File: config.mk
export PLATFORM = sky130hd
export DESIGN_NAME = bmt_queue
export DESIGN_NICKNAME = d
export VERILOG_FILES = /design/src/sv/box_mesh_trs_transform_defines.svh /design/src/sv/bmt_pkg.sv /design/src/sv/bmt_queue.sv
export SDC_FILE = /design/constraint.sdc
export NUM_CORES = 1
export LEC_CHECK = 0
export BUFFER_PORTS_ARGS = -buffer_cell sky130_fd_sc_hd__buf_4
export CAP_MARGIN = 10
export CORE_AREA = 2 2 374 376
export DETAILED_ROUTE_END_ITERATION = 10
export DIE_AREA = 0 0 376 378
export GPL_TIMING_DRIVEN = 0
export PLACE_DENSITY = 0.55
export SLEW_MARGIN = 20
export SYNTH_ARGS = -nofsm -noshare
export SYNTH_HDL_FRONTEND = slang
export SYNTH_SLANG_ARGS = --single-unit
export TNS_END_PERCENT = 100
File: constraint.sdc
create_clock -name clk_i -period 24 [get_ports clk_i]
set_clock_uncertainty 0.1 [all_clocks]
set_input_delay 4.8 -clock clk_i [delete_from_list [all_inputs] [get_ports clk_i]]
set_output_delay 4.8 -clock clk_i [all_outputs]
set_load 0.1 [all_outputs]
File: src/sv/box_mesh_trs_transform_defines.svh
// assertion macros for the box mesh transform
`ifndef BOX_MESH_TRS_TRANSFORM_DEFINES_SVH
`define BOX_MESH_TRS_TRANSFORM_DEFINES_SVH

`ifndef ASSERT_OFF
`define BMT_ASSERT_CLK(lbl, clk, rst_n, prop, msg) \
  lbl: assert property (@(posedge clk) disable iff (!rst_n) prop) else $error(msg);
`define BMT_ASSERT(lbl, prop, msg) \
  `BMT_ASSERT_CLK(lbl, clk_i, rst_ni, prop, msg)
`else
`define BMT_ASSERT_CLK(lbl, clk, rst_n, prop, msg)
`define BMT_ASSERT(lbl, prop, msg)
`endif

`endif

File: src/sv/bmt_pkg.sv
package bmt_pkg;

  localparam int VERTS_PER_BOX = 36;
  localparam int CORDIC_STEPS  = 14;
  localparam int ATAN_ENTRIES  = 20;

  localparam int VW = 16;
  localparam int CW = 8;
  localparam int TW = 20;
  localparam int ZW = 20;
  localparam int LW = 2 * TW;

  localparam int STEP_W  = $clog2(CORDIC_STEPS);
  localparam int ATAN_IW = $clog2(ATAN_ENTRIES);
  localparam int VTX_W   = $clog2(VERTS_PER_BOX);

  localparam int MAT_STEPS = 23;
  localparam int MSTEP_W   = $clog2(MAT_STEPS);
  localparam int LIN_BASE  = 14;

  localparam int Q_DEPTH = 2;
  localparam int QPTR_W  = $clog2(Q_DEPTH);
  localparam int QCNT_W  = $clog2(Q_DEPTH + 1);

  localparam logic [STEP_W-1:0]  LAST_STEP  = STEP_W'(CORDIC_STEPS - 1);
  localparam logic [MSTEP_W-1:0] LAST_MSTEP = MSTEP_W'(MAT_STEPS - 1);
  localparam logic [VTX_W-1:0]   LAST_VTX   = VTX_W'(VERTS_PER_BOX - 1);

  localparam logic signed [VW:0]   HALF_PI_Q13     = (VW+1)'(12868);
  localparam logic signed [VW:0]   PI_Q13          = (VW+1)'(25736);
  localparam logic signed [TW-1:0] CORDIC_GAIN_INV = TW'(39797);

  localparam logic signed [LW-1:0] SAT_MAX  = LW'(32767);
  localparam logic signed [LW-1:0] SAT_MIN  = -LW'(32768);
  localparam logic signed [LW-1:0] POS_RND  = LW'(65536);
  localparam logic signed [LW-1:0] NORM_RND = LW'(32768);

  localparam logic [1:0] AXIS_X = 2'd0;
  localparam logic [1:0] AXIS_Y = 2'd1;
  localparam logic [1:0] AXIS_Z = 2'd2;

  typedef logic [VW-1:0] val_t;
  typedef logic [CW-1:0] chan_t;
  typedef logic [TW-1:0] tv_t;
  typedef logic [LW-1:0] lv_t;

  typedef struct packed {
    val_t  [2:0] pos;
    val_t  [2:0] scl;
    chan_t [2:0] color;
  } box_t;

  typedef struct packed {
    tv_t [2:0] sn;
    tv_t [2:0] cs;
    box_t      box;
  } sincos_t;

  typedef struct packed {
    lv_t [8:0] lin;
    box_t      box;
  } mat_t;

  typedef enum logic [1:0] {
    ST_IDLE,
    ST_RUN,
    ST_DONE
  } stage_e;

  function automatic logic signed [ZW-1:0] atan_q16(input logic [ATAN_IW-1:0] i);
    logic signed [ZW-1:0] v;
    case (i)
      5'd0:    v = ZW'(51472);
      5'd1:    v = ZW'(30386);
      5'd2:    v = ZW'(16055);
      5'd3:    v = ZW'(8150);
      5'd4:    v = ZW'(4091);
      5'd5:    v = ZW'(2047);
      5'd6:    v = ZW'(1024);
      5'd7:    v = ZW'(512);
      5'd8:    v = ZW'(256);
      5'd9:    v = ZW'(128);
      5'd10:   v = ZW'(64);
      5'd11:   v = ZW'(32);
      5'd12:   v = ZW'(16);
      5'd13:   v = ZW'(8);
      5'd14:   v = ZW'(4);
      5'd15:   v = ZW'(2);
      5'd16:   v = ZW'(1);
      5'd17:   v = ZW'(1);
      default: v = '0;
    endcase
    return v;
  endfunction

  // {pos sign x,y,z (1 = plus), normal axis, normal negative, u, v}
  function automatic logic [7:0] cube_row(input logic [VTX_W-1:0] k);
    logic [7:0] r;
    case (k)
      6'd0:    r = 8'b000_10_1_00;
      6'd1:    r = 8'b100_10_1_10;
      6'd2:    r = 8'b110_10_1_11;
      6'd3:    r = 8'b110_10_1_11;
      6'd4:    r = 8'b010_10_1_01;
      6'd5:    r = 8'b000_10_1_00;
      6'd6:    r = 8'b001_10_0_00;
      6'd7:    r = 8'b101_10_0_10;
      6'd8:    r = 8'b111_10_0_11;
      6'd9:    r = 8'b111_10_0_11;
      6'd10:   r = 8'b011_10_0_01;
      6'd11:   r = 8'b001_10_0_00;
      6'd12:   r = 8'b011_00_1_10;
      6'd13:   r = 8'b010_00_1_11;
      6'd14:   r = 8'b000_00_1_01;
      6'd15:   r = 8'b000_00_1_01;
      6'd16:   r = 8'b001_00_1_00;
      6'd17:   r = 8'b011_00_1_10;
      6'd18:   r = 8'b111_00_0_10;
      6'd19:   r = 8'b110_00_0_11;
      6'd20:   r = 8'b100_00_0_01;
      6'd21:   r = 8'b100_00_0_01;
      6'd22:   r = 8'b101_00_0_00;
      6'd23:   r = 8'b111_00_0_10;
      6'd24:   r = 8'b000_01_1_01;
      6'd25:   r = 8'b100_01_1_11;
      6'd26:   r = 8'b101_01_1_10;
      6'd27:   r = 8'b101_01_1_10;
      6'd28:   r = 8'b001_01_1_00;
      6'd29:   r = 8'b000_01_1_01;
      6'd30:   r = 8'b010_01_0_01;
      6'd31:   r = 8'b110_01_0_11;
      6'd32:   r = 8'b111_01_0_10;
      6'd33:   r = 8'b111_01_0_10;
      6'd34:   r = 8'b011_01_0_00;
      6'd35:   r = 8'b010_01_0_01;
      default: r = '0;
    endcase
    return r;
  endfunction

  function automatic val_t sat16(input logic signed [LW-1:0] v);
    val_t r;
    if (v > SAT_MAX) r = VW'(SAT_MAX);
    else if (v < SAT_MIN) r = VW'(SAT_MIN);
    else r = VW'(v);
    return r;
  endfunction

endpackage

File: src/sv/bmt_queue.sv
module bmt_queue import bmt_pkg::*; (
  input  logic clk_i,
  input  logic rst_ni,
  input  logic in_valid_i,
  output logic in_ready_o,
  input  mat_t in_i,
  output logic out_valid_o,
  input  logic out_ready_i,
  output mat_t out_o
);

  mat_t mem_q [Q_DEPTH];
  logic [QPTR_W-1:0] wr_q, rd_q;
  logic [QCNT_W-1:0] cnt_q;
  logic push, pop;

  assign in_ready_o  = cnt_q != QCNT_W'(Q_DEPTH);
  assign out_valid_o = cnt_q != '0;
  assign out_o       = mem_q[rd_q];
  assign push        = in_valid_i && in_ready_o;
  assign pop         = out_valid_o && out_ready_i;

  always_ff @(posedge clk_i or negedge rst_ni) begin
    if (!rst_ni) begin
      wr_q  <= '0;
      rd_q  <= '0;
      cnt_q <= '0;
    end else begin
      if (push) wr_q <= wr_q + 1'b1;
      if (pop) rd_q <= rd_q + 1'b1;
      if (push && !pop) cnt_q <= cnt_q + 1'b1;
      else if (pop && !push) cnt_q <= cnt_q - 1'b1;
    end
  end

  always_ff @(posedge clk_i) begin
    if (push) mem_q[wr_q] <= in_i;
  end

endmodule

==> impl_metrics.sql <==
INSERT INTO impl_metrics (metric_group, metric, value, unit) VALUES
('worst_hold_path', 'hold_class', 'flip-flop to flip-flop', ''),
('route', 'ant_nets', '0', ''),
('setup_path', 'critPathRequiredTime', '19100', 'ps'),
('floorplanning', 'rows', '137', ''),
('setup_path', 'end_kind', 'primary output', ''),
('synth', 'synthCells', '1512', ''),
('setup_path', 'startpoint_type', 'flip-flop', ''),
('sta', 'worst_slack', '16380', 'ps'),
('grt', 'grt_overflow_total', '0', ''),
('synth', 'net_count_of_the_mapped_netlist', '1997', ''),
('route', 'drt-total-wl', '104000', 'µm'),
('sta', 'slew_headroom', '0.535', ''),
('sta', 'finalHoldViolations', '0', ''),
('synth', 'flip_flop_and_latch_count_after_synthesis', '964', ''),
('grt', 'global_route_wire_length_before_repair', '139000', 'µm'),
('finish', 'layout.filler_cells', '13200', ''),
('route', 'drt_pass_1_iters', '4', ''),
('sta', 'clock.fmax', '0.131', 'GHz'),
('synth', 'syn_avg_cell_area', '23.3', 'µm²'),
('synth', 'yosysSeqAreaShare', '0.822', ''),
('setup_path', 'critical_path_peak_fanout', '10', ''),
('clocking', 'clock-root-buffer', 'sky130_fd_sc_hd__clkbuf_16', ''),
('place', 'setup_slack_placement', '16600', 'ps'),
('route', 'met2WireLength', '51700', 'µm'),
('floorplanning', 'die_y', '378', 'µm'),
('route', 'top_layer', 'met5', ''),
('floorplanning', 'die_area', '142000', 'µm²'),
('setup_path', 'cp_data_arrival_time', '2720', 'ps'),
('setup_path', 'worst_setup_path_class', 'flip-flop to primary output', ''),
('finish', 'area_delta_synth_final', '39.2', '%'),
('route', 'met3_routed_length', '11200', 'µm'),
('job', 'drv_cap', '0', ''),
('route', 'routed_via_density', '4.10', ''),
('floorplanning', 'start_util', '0.254', ''),
('outcome', 'status', 'finished clean', ''),
('finish', 'register_area', '28900', 'µm²'),
('place', 'port_buffers', '965', ''),
('route', 'wire_per_inst', '22.9', 'µm'),
('clocking', 'numClockSinks', '964', ''),
('route', 'detail_route.iter0.violations', '889', ''),
('clocking', 'cts.path.max_buffers', '3', ''),
('clocking', 'tritoncts', 'done', ''),
('sta', 'drv_slew', '0', ''),
('floorplanning', 'ios', '966', ''),
('finish', 'post_route_cells_drive_above_1_share', '0.620', ''),
('route', 'routedLengthMet1', '37300', 'µm'),
('clocking', 'cts_max_level', '3', ''),
('sta', 'setup_repair_after_global_routing_missed_its_margin', 'false', ''),
('grt', 'vias_in_the_first_global_route', '19200', ''),
('clocking', 'clock_latency', '690', 'ps'),
('floorplanning', 'coreArea', '139000', 'µm²'),
('route', 'post-route-drc-count', '0', ''),
('synth', 'synth_area', '35200', 'µm²'),
('grt', 'grt_antenna_before_repair', '52', ''),
('place', 'dp.final_hpwl', '79200', 'µm'),
('sta', 'layout_worst_path_cycle_share', '0.317', ''),
('floorplanning', 'chipWidth', '376', 'µm'),
('clocking', 'cts_repair_resize_count', '0', ''),
('clocking', 'clkTransAtPathRegs', '60', 'ps'),
('synth', 'yosys.cell_types.count', '16', ''),
('finish', 'num-nets-final', '3107', ''),
('sta', 'finalSetupViolations', '0', ''),
('grt', 'gr-usage-all-layers', '0.139', ''),
('clocking', 'number_of_buffers_added_by_the_clock_tree_synthesis_step', '105', ''),
('place', 'gp_congestion', '0.787', ''),
('sta', 'min_period', '7620', 'ps'),
('sta', 'worst_slew_pin_tran', '695', 'ps'),
('route', 'num_vias', '18600', ''),
('finish', 'multi_input_area', '5850', 'µm²'),
('grt', 'grt_max_degree', '49', ''),
('clocking', 'number_of_buffers_inserted_by_hold_repair_at_cts', '0', ''),
('synth', 'ys.warnings.count', '0', ''),
('clocking', 'post-cts-setup-buffer-count', '0', '');
state kept, by name (all words and copies together), names as in the netlist:
name,flops
cnt_q,2
mem_q,960
wr_q,1
rd_q,1
synthesized netlist by cell type:
cell type | instances | share of area
sky130_fd_sc_hd__buf_6 | 11 | 0.0035
sky130_fd_sc_hd__ha_1 | 1 | 0.00036
sky130_fd_sc_hd__buf_2 | 13 | 0.0018
sky130_fd_sc_hd__buf_4 | 30 | 0.0064
sky130_fd_sc_hd__dfrtp_1 | 4 | 0.0028
sky130_fd_sc_hd__mux2_4 | 90 | 0.038
sky130_fd_sc_hd__nand2b_1 | 1 | 0.00018
sky130_fd_sc_hd__xor2_1 | 2 | 0.00050
sky130_fd_sc_hd__mux2_2 | 390 | 0.12
sky130_fd_sc_hd__nand2_1 | 2 | 0.00021
sky130_fd_sc_hd__inv_1 | 1 | 0.00011
sky130_fd_sc_hd__nor2_1 | 2 | 0.00021
sky130_fd_sc_hd__xnor2_1 | 3 | 0.00075
sky130_fd_sc_hd__edfxtp_1 | 960 | 0.82
sky130_fd_sc_hd__and3_1 | 1 | 0.00018
sky130_fd_sc_hd__or2_2 | 1 | 0.00018
layout by cell type, fill, tap and decap left out, drive strengths merged:
master and instances:
buf 1057, edfxtp 960, mux2 480, clkbuf 131, clkinv 46, diode 13, bufinv 8, inv 8
dfrtp 4, xnor2 3, clkinvlp 3, nand2 2, xor2 2, nor2 2, nand2b 1, or2 1
and3 1, ha 1
cell families (layout without fill, tap and decap cells):
kind of cell,count (synthesis),count (layout),share of synthesized area
fa+ha+maj,1,1,0.000356
other cells,0,13,0
simple gates,7,7,0.000961
mux,480,480,0.163
flops,964,964,0.822
xor+xnor,5,5,0.00125
buf+inv,55,1253,0.0119
worst paths after layout:
kind,start,end,slack (ps),cells after the start
min in group asynchronous,rst_ni,wr_q,3790,1
worst min-delay path,cnt_q[1],cnt_q[1],400,1
worst min register to register,cnt_q[1],cnt_q[1],400,1
worst max register to register,cnt_q[0],mem_q[0][445],20960,9
max in group asynchronous,rst_ni,rd_q,19910,1
worst max-delay path,rd_q,out_o[129],16380,5
stage by stage:
step	hold WS [ps]	instances	utilization	TNS [ps]	area [µm²]
3_3_place_gp	385	4284	0.323	-1729800	44700
3_5_place_dp	390	4322	0.329	0	45600
6_report	400	4530	0.354	0	49000
4_1_cts	399	4517	0.353	0	48900
2_1_floorplan	356	1512	-	0	35200
5_1_grt	418	4525	0.354	0	49000
cell type report:
| type | instances | share of cell area |
|---|---|---|
| diodes | 13 | 0.000664 |
| plain buffers | 54 | 0.00846 |
| clock buffers | 131 | 0.0561 |
| clock inverters | 64 | 0.0124 |
| inverters | 1 | 0.0000766 |
| multi-input cells | 493 | 0.119 |
| flip-flops and latches | 964 | 0.591 |
| well taps | 1807 | 0.0462 |
| repair buffers | 1003 | 0.166 |
worst max-delay path, cell delays in order (launching register included):
cell                      delay, ps
sky130_fd_sc_hd__dfrtp_1        310
sky130_fd_sc_hd__buf_2          170
sky130_fd_sc_hd__buf_2          470
sky130_fd_sc_hd__buf_4          340
sky130_fd_sc_hd__mux2_2         450
sky130_fd_sc_hd__buf_4          260
routing by layer:
| metal | global-route usage | vias to the layer above |
|---|---|---|
| met5 | 0 | - |
| met1 | 0.148 | 9216 |
| met3 | 0.0708 | 219 |
| li1 | - | 8320 |
| met2 | 0.236 | 746 |
| met4 | 0.0502 | 58 |
Power is not shown: default switching activity piles up to over one toggle a cycle in this logic, so the estimate is an artifact.
