File: src/sv/box_mesh_trs_transform_defines.svh
// assertion macros for the box mesh transform
`ifndef BOX_MESH_TRS_TRANSFORM_DEFINES_SVH
`define BOX_MESH_TRS_TRANSFORM_DEFINES_SVH

`ifndef ASSERT_OFF
`define BMT_ASSERT_CLK(lbl, clk, rst_n, prop, msg) \
  lbl: assert property (@(posedge clk) disable iff (!rst_n) prop) else $error(msg);
`define BMT_ASSERT(lbl, prop, msg) \
  `BMT_ASSERT_CLK(lbl, clk_i, rst_ni, prop, msg)
`else
`define BMT_ASSERT_CLK(lbl, clk, rst_n, prop, msg)
`define BMT_ASSERT(lbl, prop, msg)
`endif

`endif

File: src/sv/bmt_pkg.sv
package bmt_pkg;

  localparam int VERTS_PER_BOX = 36;
  localparam int CORDIC_STEPS  = 14;
  localparam int ATAN_ENTRIES  = 20;

  localparam int VW = 16;
  localparam int CW = 8;
  localparam int TW = 20;
  localparam int ZW = 20;
  localparam int LW = 2 * TW;

  localparam int STEP_W  = $clog2(CORDIC_STEPS);
  localparam int ATAN_IW = $clog2(ATAN_ENTRIES);
  localparam int VTX_W   = $clog2(VERTS_PER_BOX);

  localparam int MAT_STEPS = 23;
  localparam int MSTEP_W   = $clog2(MAT_STEPS);
  localparam int LIN_BASE  = 14;

  localparam int Q_DEPTH = 2;
  localparam int QPTR_W  = $clog2(Q_DEPTH);
  localparam int QCNT_W  = $clog2(Q_DEPTH + 1);

  localparam logic [STEP_W-1:0]  LAST_STEP  = STEP_W'(CORDIC_STEPS - 1);
  localparam logic [MSTEP_W-1:0] LAST_MSTEP = MSTEP_W'(MAT_STEPS - 1);
  localparam logic [VTX_W-1:0]   LAST_VTX   = VTX_W'(VERTS_PER_BOX - 1);

  localparam logic signed [VW:0]   HALF_PI_Q13     = (VW+1)'(12868);
  localparam logic signed [VW:0]   PI_Q13          = (VW+1)'(25736);
  localparam logic signed [TW-1:0] CORDIC_GAIN_INV = TW'(39797);

  localparam logic signed [LW-1:0] SAT_MAX  = LW'(32767);
  localparam logic signed [LW-1:0] SAT_MIN  = -LW'(32768);
  localparam logic signed [LW-1:0] POS_RND  = LW'(65536);
  localparam logic signed [LW-1:0] NORM_RND = LW'(32768);

  localparam logic [1:0] AXIS_X = 2'd0;
  localparam logic [1:0] AXIS_Y = 2'd1;
  localparam logic [1:0] AXIS_Z = 2'd2;

  typedef logic [VW-1:0] val_t;
  typedef logic [CW-1:0] chan_t;
  typedef logic [TW-1:0] tv_t;
  typedef logic [LW-1:0] lv_t;

  typedef struct packed {
    val_t  [2:0] pos;
    val_t  [2:0] scl;
    chan_t [2:0] color;
  } box_t;

  typedef struct packed {
    tv_t [2:0] sn;
    tv_t [2:0] cs;
    box_t      box;
  } sincos_t;

  typedef struct packed {
    lv_t [8:0] lin;
    box_t      box;
  } mat_t;

  typedef enum logic [1:0] {
    ST_IDLE,
    ST_RUN,
    ST_DONE
  } stage_e;

  function automatic logic signed [ZW-1:0] atan_q16(input logic [ATAN_IW-1:0] i);
    logic signed [ZW-1:0] v;
    case (i)
      5'd0:    v = ZW'(51472);
      5'd1:    v = ZW'(30386);
      5'd2:    v = ZW'(16055);
      5'd3:    v = ZW'(8150);
      5'd4:    v = ZW'(4091);
      5'd5:    v = ZW'(2047);
      5'd6:    v = ZW'(1024);
      5'd7:    v = ZW'(512);
      5'd8:    v = ZW'(256);
      5'd9:    v = ZW'(128);
      5'd10:   v = ZW'(64);
      5'd11:   v = ZW'(32);
      5'd12:   v = ZW'(16);
      5'd13:   v = ZW'(8);
      5'd14:   v = ZW'(4);
      5'd15:   v = ZW'(2);
      5'd16:   v = ZW'(1);
      5'd17:   v = ZW'(1);
      default: v = '0;
    endcase
    return v;
  endfunction

  // {pos sign x,y,z (1 = plus), normal axis, normal negative, u, v}
  function automatic logic [7:0] cube_row(input logic [VTX_W-1:0] k);
    logic [7:0] r;
    case (k)
      6'd0:    r = 8'b000_10_1_00;
      6'd1:    r = 8'b100_10_1_10;
      6'd2:    r = 8'b110_10_1_11;
      6'd3:    r = 8'b110_10_1_11;
      6'd4:    r = 8'b010_10_1_01;
      6'd5:    r = 8'b000_10_1_00;
      6'd6:    r = 8'b001_10_0_00;
      6'd7:    r = 8'b101_10_0_10;
      6'd8:    r = 8'b111_10_0_11;
      6'd9:    r = 8'b111_10_0_11;
      6'd10:   r = 8'b011_10_0_01;
      6'd11:   r = 8'b001_10_0_00;
      6'd12:   r = 8'b011_00_1_10;
      6'd13:   r = 8'b010_00_1_11;
      6'd14:   r = 8'b000_00_1_01;
      6'd15:   r = 8'b000_00_1_01;
      6'd16:   r = 8'b001_00_1_00;
      6'd17:   r = 8'b011_00_1_10;
      6'd18:   r = 8'b111_00_0_10;
      6'd19:   r = 8'b110_00_0_11;
      6'd20:   r = 8'b100_00_0_01;
      6'd21:   r = 8'b100_00_0_01;
      6'd22:   r = 8'b101_00_0_00;
      6'd23:   r = 8'b111_00_0_10;
      6'd24:   r = 8'b000_01_1_01;
      6'd25:   r = 8'b100_01_1_11;
      6'd26:   r = 8'b101_01_1_10;
      6'd27:   r = 8'b101_01_1_10;
      6'd28:   r = 8'b001_01_1_00;
      6'd29:   r = 8'b000_01_1_01;
      6'd30:   r = 8'b010_01_0_01;
      6'd31:   r = 8'b110_01_0_11;
      6'd32:   r = 8'b111_01_0_10;
      6'd33:   r = 8'b111_01_0_10;
      6'd34:   r = 8'b011_01_0_00;
      6'd35:   r = 8'b010_01_0_01;
      default: r = '0;
    endcase
    return r;
  endfunction

  function automatic val_t sat16(input logic signed [LW-1:0] v);
    val_t r;
    if (v > SAT_MAX) r = VW'(SAT_MAX);
    else if (v < SAT_MIN) r = VW'(SAT_MIN);
    else r = VW'(v);
    return r;
  endfunction

endpackage

File: src/sv/bmt_matrix.sv
module bmt_matrix import bmt_pkg::*; (
  input  logic    clk_i,
  input  logic    rst_ni,
  input  logic    in_valid_i,
  output logic    in_ready_o,
  input  sincos_t in_i,
  output logic    out_valid_o,
  input  logic    out_ready_i,
  output mat_t    out_o
);

  stage_e state_q, state_d;
  logic [MSTEP_W-1:0] step_q;
  logic take;
  sincos_t sc_q;

  logic signed [TW-1:0] sx, cx, sy, cy, sz, cz;
  logic signed [TW-1:0] ta_q, tb_q, tp_q;
  logic signed [TW-1:0] r_q [9];
  logic signed [LW-1:0] l_q [9];
  logic signed [TW-1:0] op_a, op_b, q;
  logic signed [LW-1:0] prod;
  logic [3:0] lidx;
  logic [1:0] lcol;
  logic [VW-1:0] scl_sel;

  always_comb begin
    state_d     = state_q;
    in_ready_o  = 1'b0;
    out_valid_o = 1'b0;
    case (state_q)
      ST_IDLE: begin
        in_ready_o = 1'b1;
        if (in_valid_i) state_d = ST_RUN;
      end
      ST_RUN: begin
        if (step_q == LAST_MSTEP) state_d = ST_DONE;
      end
      ST_DONE: begin
        out_valid_o = 1'b1;
        in_ready_o  = out_ready_i;
        if (out_ready_i) state_d = in_valid_i ? ST_RUN : ST_IDLE;
      end
      default: state_d = ST_IDLE;
    endcase
  end

  assign take = in_valid_i && in_ready_o;

  assign sx = $signed(sc_q.sn[0]);
  assign sy = $signed(sc_q.sn[1]);
  assign sz = $signed(sc_q.sn[2]);
  assign cx = $signed(sc_q.cs[0]);
  assign cy = $signed(sc_q.cs[1]);
  assign cz = $signed(sc_q.cs[2]);

  assign lidx = 4'(step_q - MSTEP_W'(LIN_BASE));

  always_comb begin
    case (lidx)
      4'd0, 4'd3, 4'd6: lcol = AXIS_X;
      4'd1, 4'd4, 4'd7: lcol = AXIS_Y;
      default:          lcol = AXIS_Z;
    endcase
    scl_sel = sc_q.box.scl[lcol];
  end

  // rotation products first, then the scaled linear part
  always_comb begin
    case (step_q)
      5'd0:    begin op_a = cz;   op_b = cy; end
      5'd1:    begin op_a = cz;   op_b = sy; end
      5'd2:    begin op_a = sz;   op_b = sy; end
      5'd3:    begin op_a = ta_q; op_b = sx; end
      5'd4:    begin op_a = sz;   op_b = cx; end
      5'd5:    begin op_a = ta_q; op_b = cx; end
      5'd6:    begin op_a = sz;   op_b = sx; end
      5'd7:    begin op_a = sz;   op_b = cy; end
      5'd8:    begin op_a = tb_q; op_b = sx; end
      5'd9:    begin op_a = cz;   op_b = cx; end
      5'd10:   begin op_a = tb_q; op_b = cx; end
      5'd11:   begin op_a = cz;   op_b = sx; end
      5'd12:   begin op_a = cy;   op_b = sx; end
      5'd13:   begin op_a = cy;   op_b = cx; end
      default: begin
        op_a = (lidx < 4'd9) ? r_q[lidx] : '0;
        op_b = {{(TW-VW){scl_sel[VW-1]}}, scl_sel};
      end
    endcase
    prod = op_a * op_b;
    q    = TW'(prod >>> 16);
  end

  always_ff @(posedge clk_i or negedge rst_ni) begin
    if (!rst_ni) begin
      state_q <= ST_IDLE;
      step_q  <= '0;
    end else begin
      state_q <= state_d;
      if (take) step_q <= '0;
      else if (state_q == ST_RUN) step_q <= step_q + 1'b1;
    end
  end

  always_ff @(posedge clk_i) begin
    if (take) begin
      sc_q <= in_i;
    end else if (state_q == ST_RUN) begin
      case (step_q)
        5'd0:  r_q[0] <= q;
        5'd1:  ta_q   <= q;
        5'd2:  tb_q   <= q;
        5'd3:  tp_q   <= q;
        5'd4:  r_q[1] <= tp_q - q;
        5'd5:  tp_q   <= q;
        5'd6:  r_q[2] <= tp_q + q;
        5'd7:  r_q[3] <= q;
        5'd8:  tp_q   <= q;
        5'd9:  r_q[4] <= tp_q + q;
        5'd10: tp_q   <= q;
        5'd11: r_q[5] <= tp_q - q;
        5'd12: r_q[7] <= q;
        5'd13: begin
          r_q[8] <= q;
          r_q[6] <= -sy;
        end
        default: begin
          if (lidx < 4'd9) l_q[lidx] <= prod;
        end
      endcase
    end
  end

  always_comb begin
    out_o.box = sc_q.box;
    for (int i = 0; i < 9; i++) out_o.lin[i] = l_q[i];
  end

endmodule

File: config.mk
export PLATFORM = sky130hd
export DESIGN_NAME = bmt_matrix
export DESIGN_NICKNAME = d
export VERILOG_FILES = /design/src/sv/box_mesh_trs_transform_defines.svh /design/src/sv/bmt_pkg.sv /design/src/sv/bmt_matrix.sv
export SDC_FILE = /design/constraint.sdc
export NUM_CORES = 2
export LEC_CHECK = 0
export ABC_AREA = 1
export CORE_MARGIN = 10
export CORE_UTILIZATION = 35
export CTS_BUF_LIST = sky130_fd_sc_hd__clkbuf_4
export CTS_CLUSTER_SIZE = 20
export DETAILED_ROUTE_END_ITERATION = 12
export DONT_BUFFER_PORTS = 1
export PLACE_DENSITY = 0.47
export SETUP_SLACK_MARGIN = 0.05
export SLEW_MARGIN = 40
export SYNTH_ARGS = -nofsm -noshare
export SYNTH_HDL_FRONTEND = slang
export SYNTH_SLANG_ARGS = --single-unit
export TNS_END_PERCENT = 50
File: constraint.sdc
create_clock -name clk_i -period 26.5 [get_ports clk_i]
set_input_delay 3.975 -clock clk_i [delete_from_list [all_inputs] [get_ports clk_i]]
set_output_delay 3.975 -clock clk_i [all_outputs]
set_load 0.05 [all_outputs]
==> flow_summary.json <==
{
  "fillCellCount": 13230,
  "postCtsSetupRepairBufs": 0,
  "gp_congestion": 0.9498,
  "finalWirelength_mm": 174.3,
  "arrival_ps": 13480,
  "design_area_um2": 53420,
  "critPathMaxFanout": 84,
  "dieArea_um2": 152100,
  "setup-tns-final_ps": 0,
  "drive_gt1_frac": 0.1247,
  "drt-vias-per-instance": 5.147,
  "postSynthNetCount": 4869,
  "worstMarginPinSlew_ps": 892.5,
  "grt_overflow": 0,
  "cts_buffers": 214,
  "antenna_found_initial": 54,
  "grt_pass1_wl_mm": 243.3,
  "crit_required_ps": 27350,
  "worstSetupStartpointType": "flip-flop",
  "setup_viol": 0,
  "wl_per_cell_um": 28.17,
  "grt_usage": 0.2231,
  "synth_area_um2": 47920,
  "die_w_um": 390.0,
  "ys.flop_type": "edfxtp_1",
  "cts_tree": "yes",
  "critPathKind": "flip-flop to flip-flop",
  "area_growth_pct": 11.48,
  "drc": 0,
  "endpoint_kind": "flip-flop",
  "clockRootBuffer": "clkbuf_4",
  "place_hpwl_mm": 133.6,
  "clkTransAtPathRegs_ps": 70,
  "io_buffers": 0,
  "syn_area_per_cell_um2": 11.85,
  "hold_violations": 0,
  "core_area_um2": 135800,
  "fmaxAchievable_ghz": 0.07916,
  "initial_core_util": 0.3529,
  "detail-route-antenna-nets": 0,
  "pre_cts_slack_ps": 13790,
  "skew_ps": 106.0,
  "htreeDepth": 4,
  "cts_resized": 0,
  "grt_pass1_vias": 32690,
  "io_pins": 726,
  "grt_max_degree": 145,
  "hold_buffers": 0,
  "rsz0062_at_grt": "no",
  "path_common_cell": "inv_1",
  "drt_iter0_drc": 2495,
  "clock_path_buffers": 3,
  "yosys_warnings": 0,
  "nets": 5041,
  "synth-edff-count": 840,
  "syn_inst": 4044,
  "cap_violations": 0,
  "min_period_ps": 12630,
  "post_dp_cell_area_um2": 50570,
  "timing.slew.headroom": 0.4021,
  "ys_seq_area_frac": 0.5300,
  "outcome": "finished, final reports clean",
  "synth-async-reset-ratio": 0.008264,
  "rows": 135,
  "slew_viol_final": 0,
  "period_share": 0.4767,
  "insertion_delay_ps": 1170,
  "dr.pass1.iters": 5,
  "cts_sinks": 847,
  "worst_slack_ps": 13870,
  "holdWs_ps": 513.2,
  "ys_ff_latch": 847,
  "yosysUniqueCellTypes": 54,
  "die_h_um": 390.0,
  "crit_slowest_cell": "fa_1",
  "vias": 31850,
  "hold_path_class": "flip-flop to flip-flop",
  "max_stage_delay_ps": 600
}
==> layer usage <==
metal,track usage,wire [um],vias up
met4,0.06933,5048,44
met2,0.3679,82830,1625
met5,0,289,-
met1,0.2786,69250,16080
met3,0.07016,16850,295
li1,-,-,13800
==> worst max-delay path: cells and delay by family, from the launching register on <==
kind                       cells  cell delay (ps)
AOI/OAI and AO/OA              4              930
xor gates and xnor gates       2             1010
adders and majority gates     10             4660
buffers and inverters         12             2130
DFF                            1              360
and+or+nand+nor               12             3190
==> cell usage in the layout, fill, tap and decap left out, types with 117 or more instances in the layout <==
cell type  count
edfxtp_1     840
nor2_1       348
inv_1        642
a21oi_1      206
o21ai_0      117
fa_1         422
nand2_1      628
clkbuf_4     300
ha_1         159
nand3_1      171
==> Yosys cell counts (27+ instances only) <==
master	n	area share
nand2_1	630	0.049
o21ai_0	119	0.012
xor2_1	76	0.014
a21oi_1	207	0.022
fa_1	422	0.18
nand3_1	171	0.018
edfxtp_1	840	0.53
buf_2	63	0.0066
nor2_1	361	0.028
inv_1	645	0.051
ha_1	159	0.042
nand4_1	27	0.0035
==> logic make-up after synthesis <==
family	count (synthesis)	share of synthesized area
AO/OA/AOI/OAI	449	0.05613
XOR/XNOR	96	0.01754
adder cells (fa/ha/maj)	581	0.2178
buffers and inverters	793	0.06689
flip-flops	847	0.5300
AND/OR/NAND/NOR	1278	0.1116
==> through the flow <==
stage / cells / utilization
global placement: 5775 / 0.3709
CTS: 6167 / 0.3929
floorplan: 4044 / -
finish: 6187 / 0.3934
detailed placement: 5780 / 0.3724
global route: 6175 / 0.3932
==> worst paths after layout <==
kind	endpoint	slack [ps]	cells past startpoint	from
max in group asynchronous	state_q[1]$_DFFE_PN0P_	23880	0	rst_ni
hold / removal	r_q[6][0]$_DFFE_PP_	510	0	sy[0]$_DFFE_PP_
setup / recovery	r_q[2][9]$_DFFE_PP_	13870	40	step_q[0]$_DFFE_PN0P_
hold reg to reg	r_q[6][0]$_DFFE_PP_	510	0	sy[0]$_DFFE_PP_
setup reg to reg	r_q[2][9]$_DFFE_PP_	13870	40	step_q[0]$_DFFE_PN0P_
min in group asynchronous	step_q[0]$_DFFE_PN0P_	2520	0	rst_ni
==> area by class of cell <==
| cell class | count | area (um^2) | area share |
|---|---|---|---|
| Clock buffer | 300 | 2252 | 0.04216 |
| Timing Repair Buffer | 75 | 665.6 | 0.01246 |
| Sequential cell | 847 | 25400 | 0.4755 |
| Multi-Input combinational cell | 2404 | 19750 | 0.3697 |
| Tap cell | 1781 | 2228 | 0.04171 |
| Clock inverter | 87 | 534.3 | 0.01000 |
| Antenna cell | 19 | 47.55 | 0.0008900 |
| Inverter | 674 | 2545 | 0.04764 |
==> registers in the layout, indices dropped and copies added (netlist names) <==
name,count
cy,20
tb_q,20
out_o,120
l_q,360
step_q,5
state_q,2
sy,20
r_q,180
ta_q,20
sx,20
sz,20
cx,20
tp_q,20
cz,20
Power is left out: the tool's default activity adds up to more than one toggle a clock period on the data nets, which glitch-free logic cannot reach.
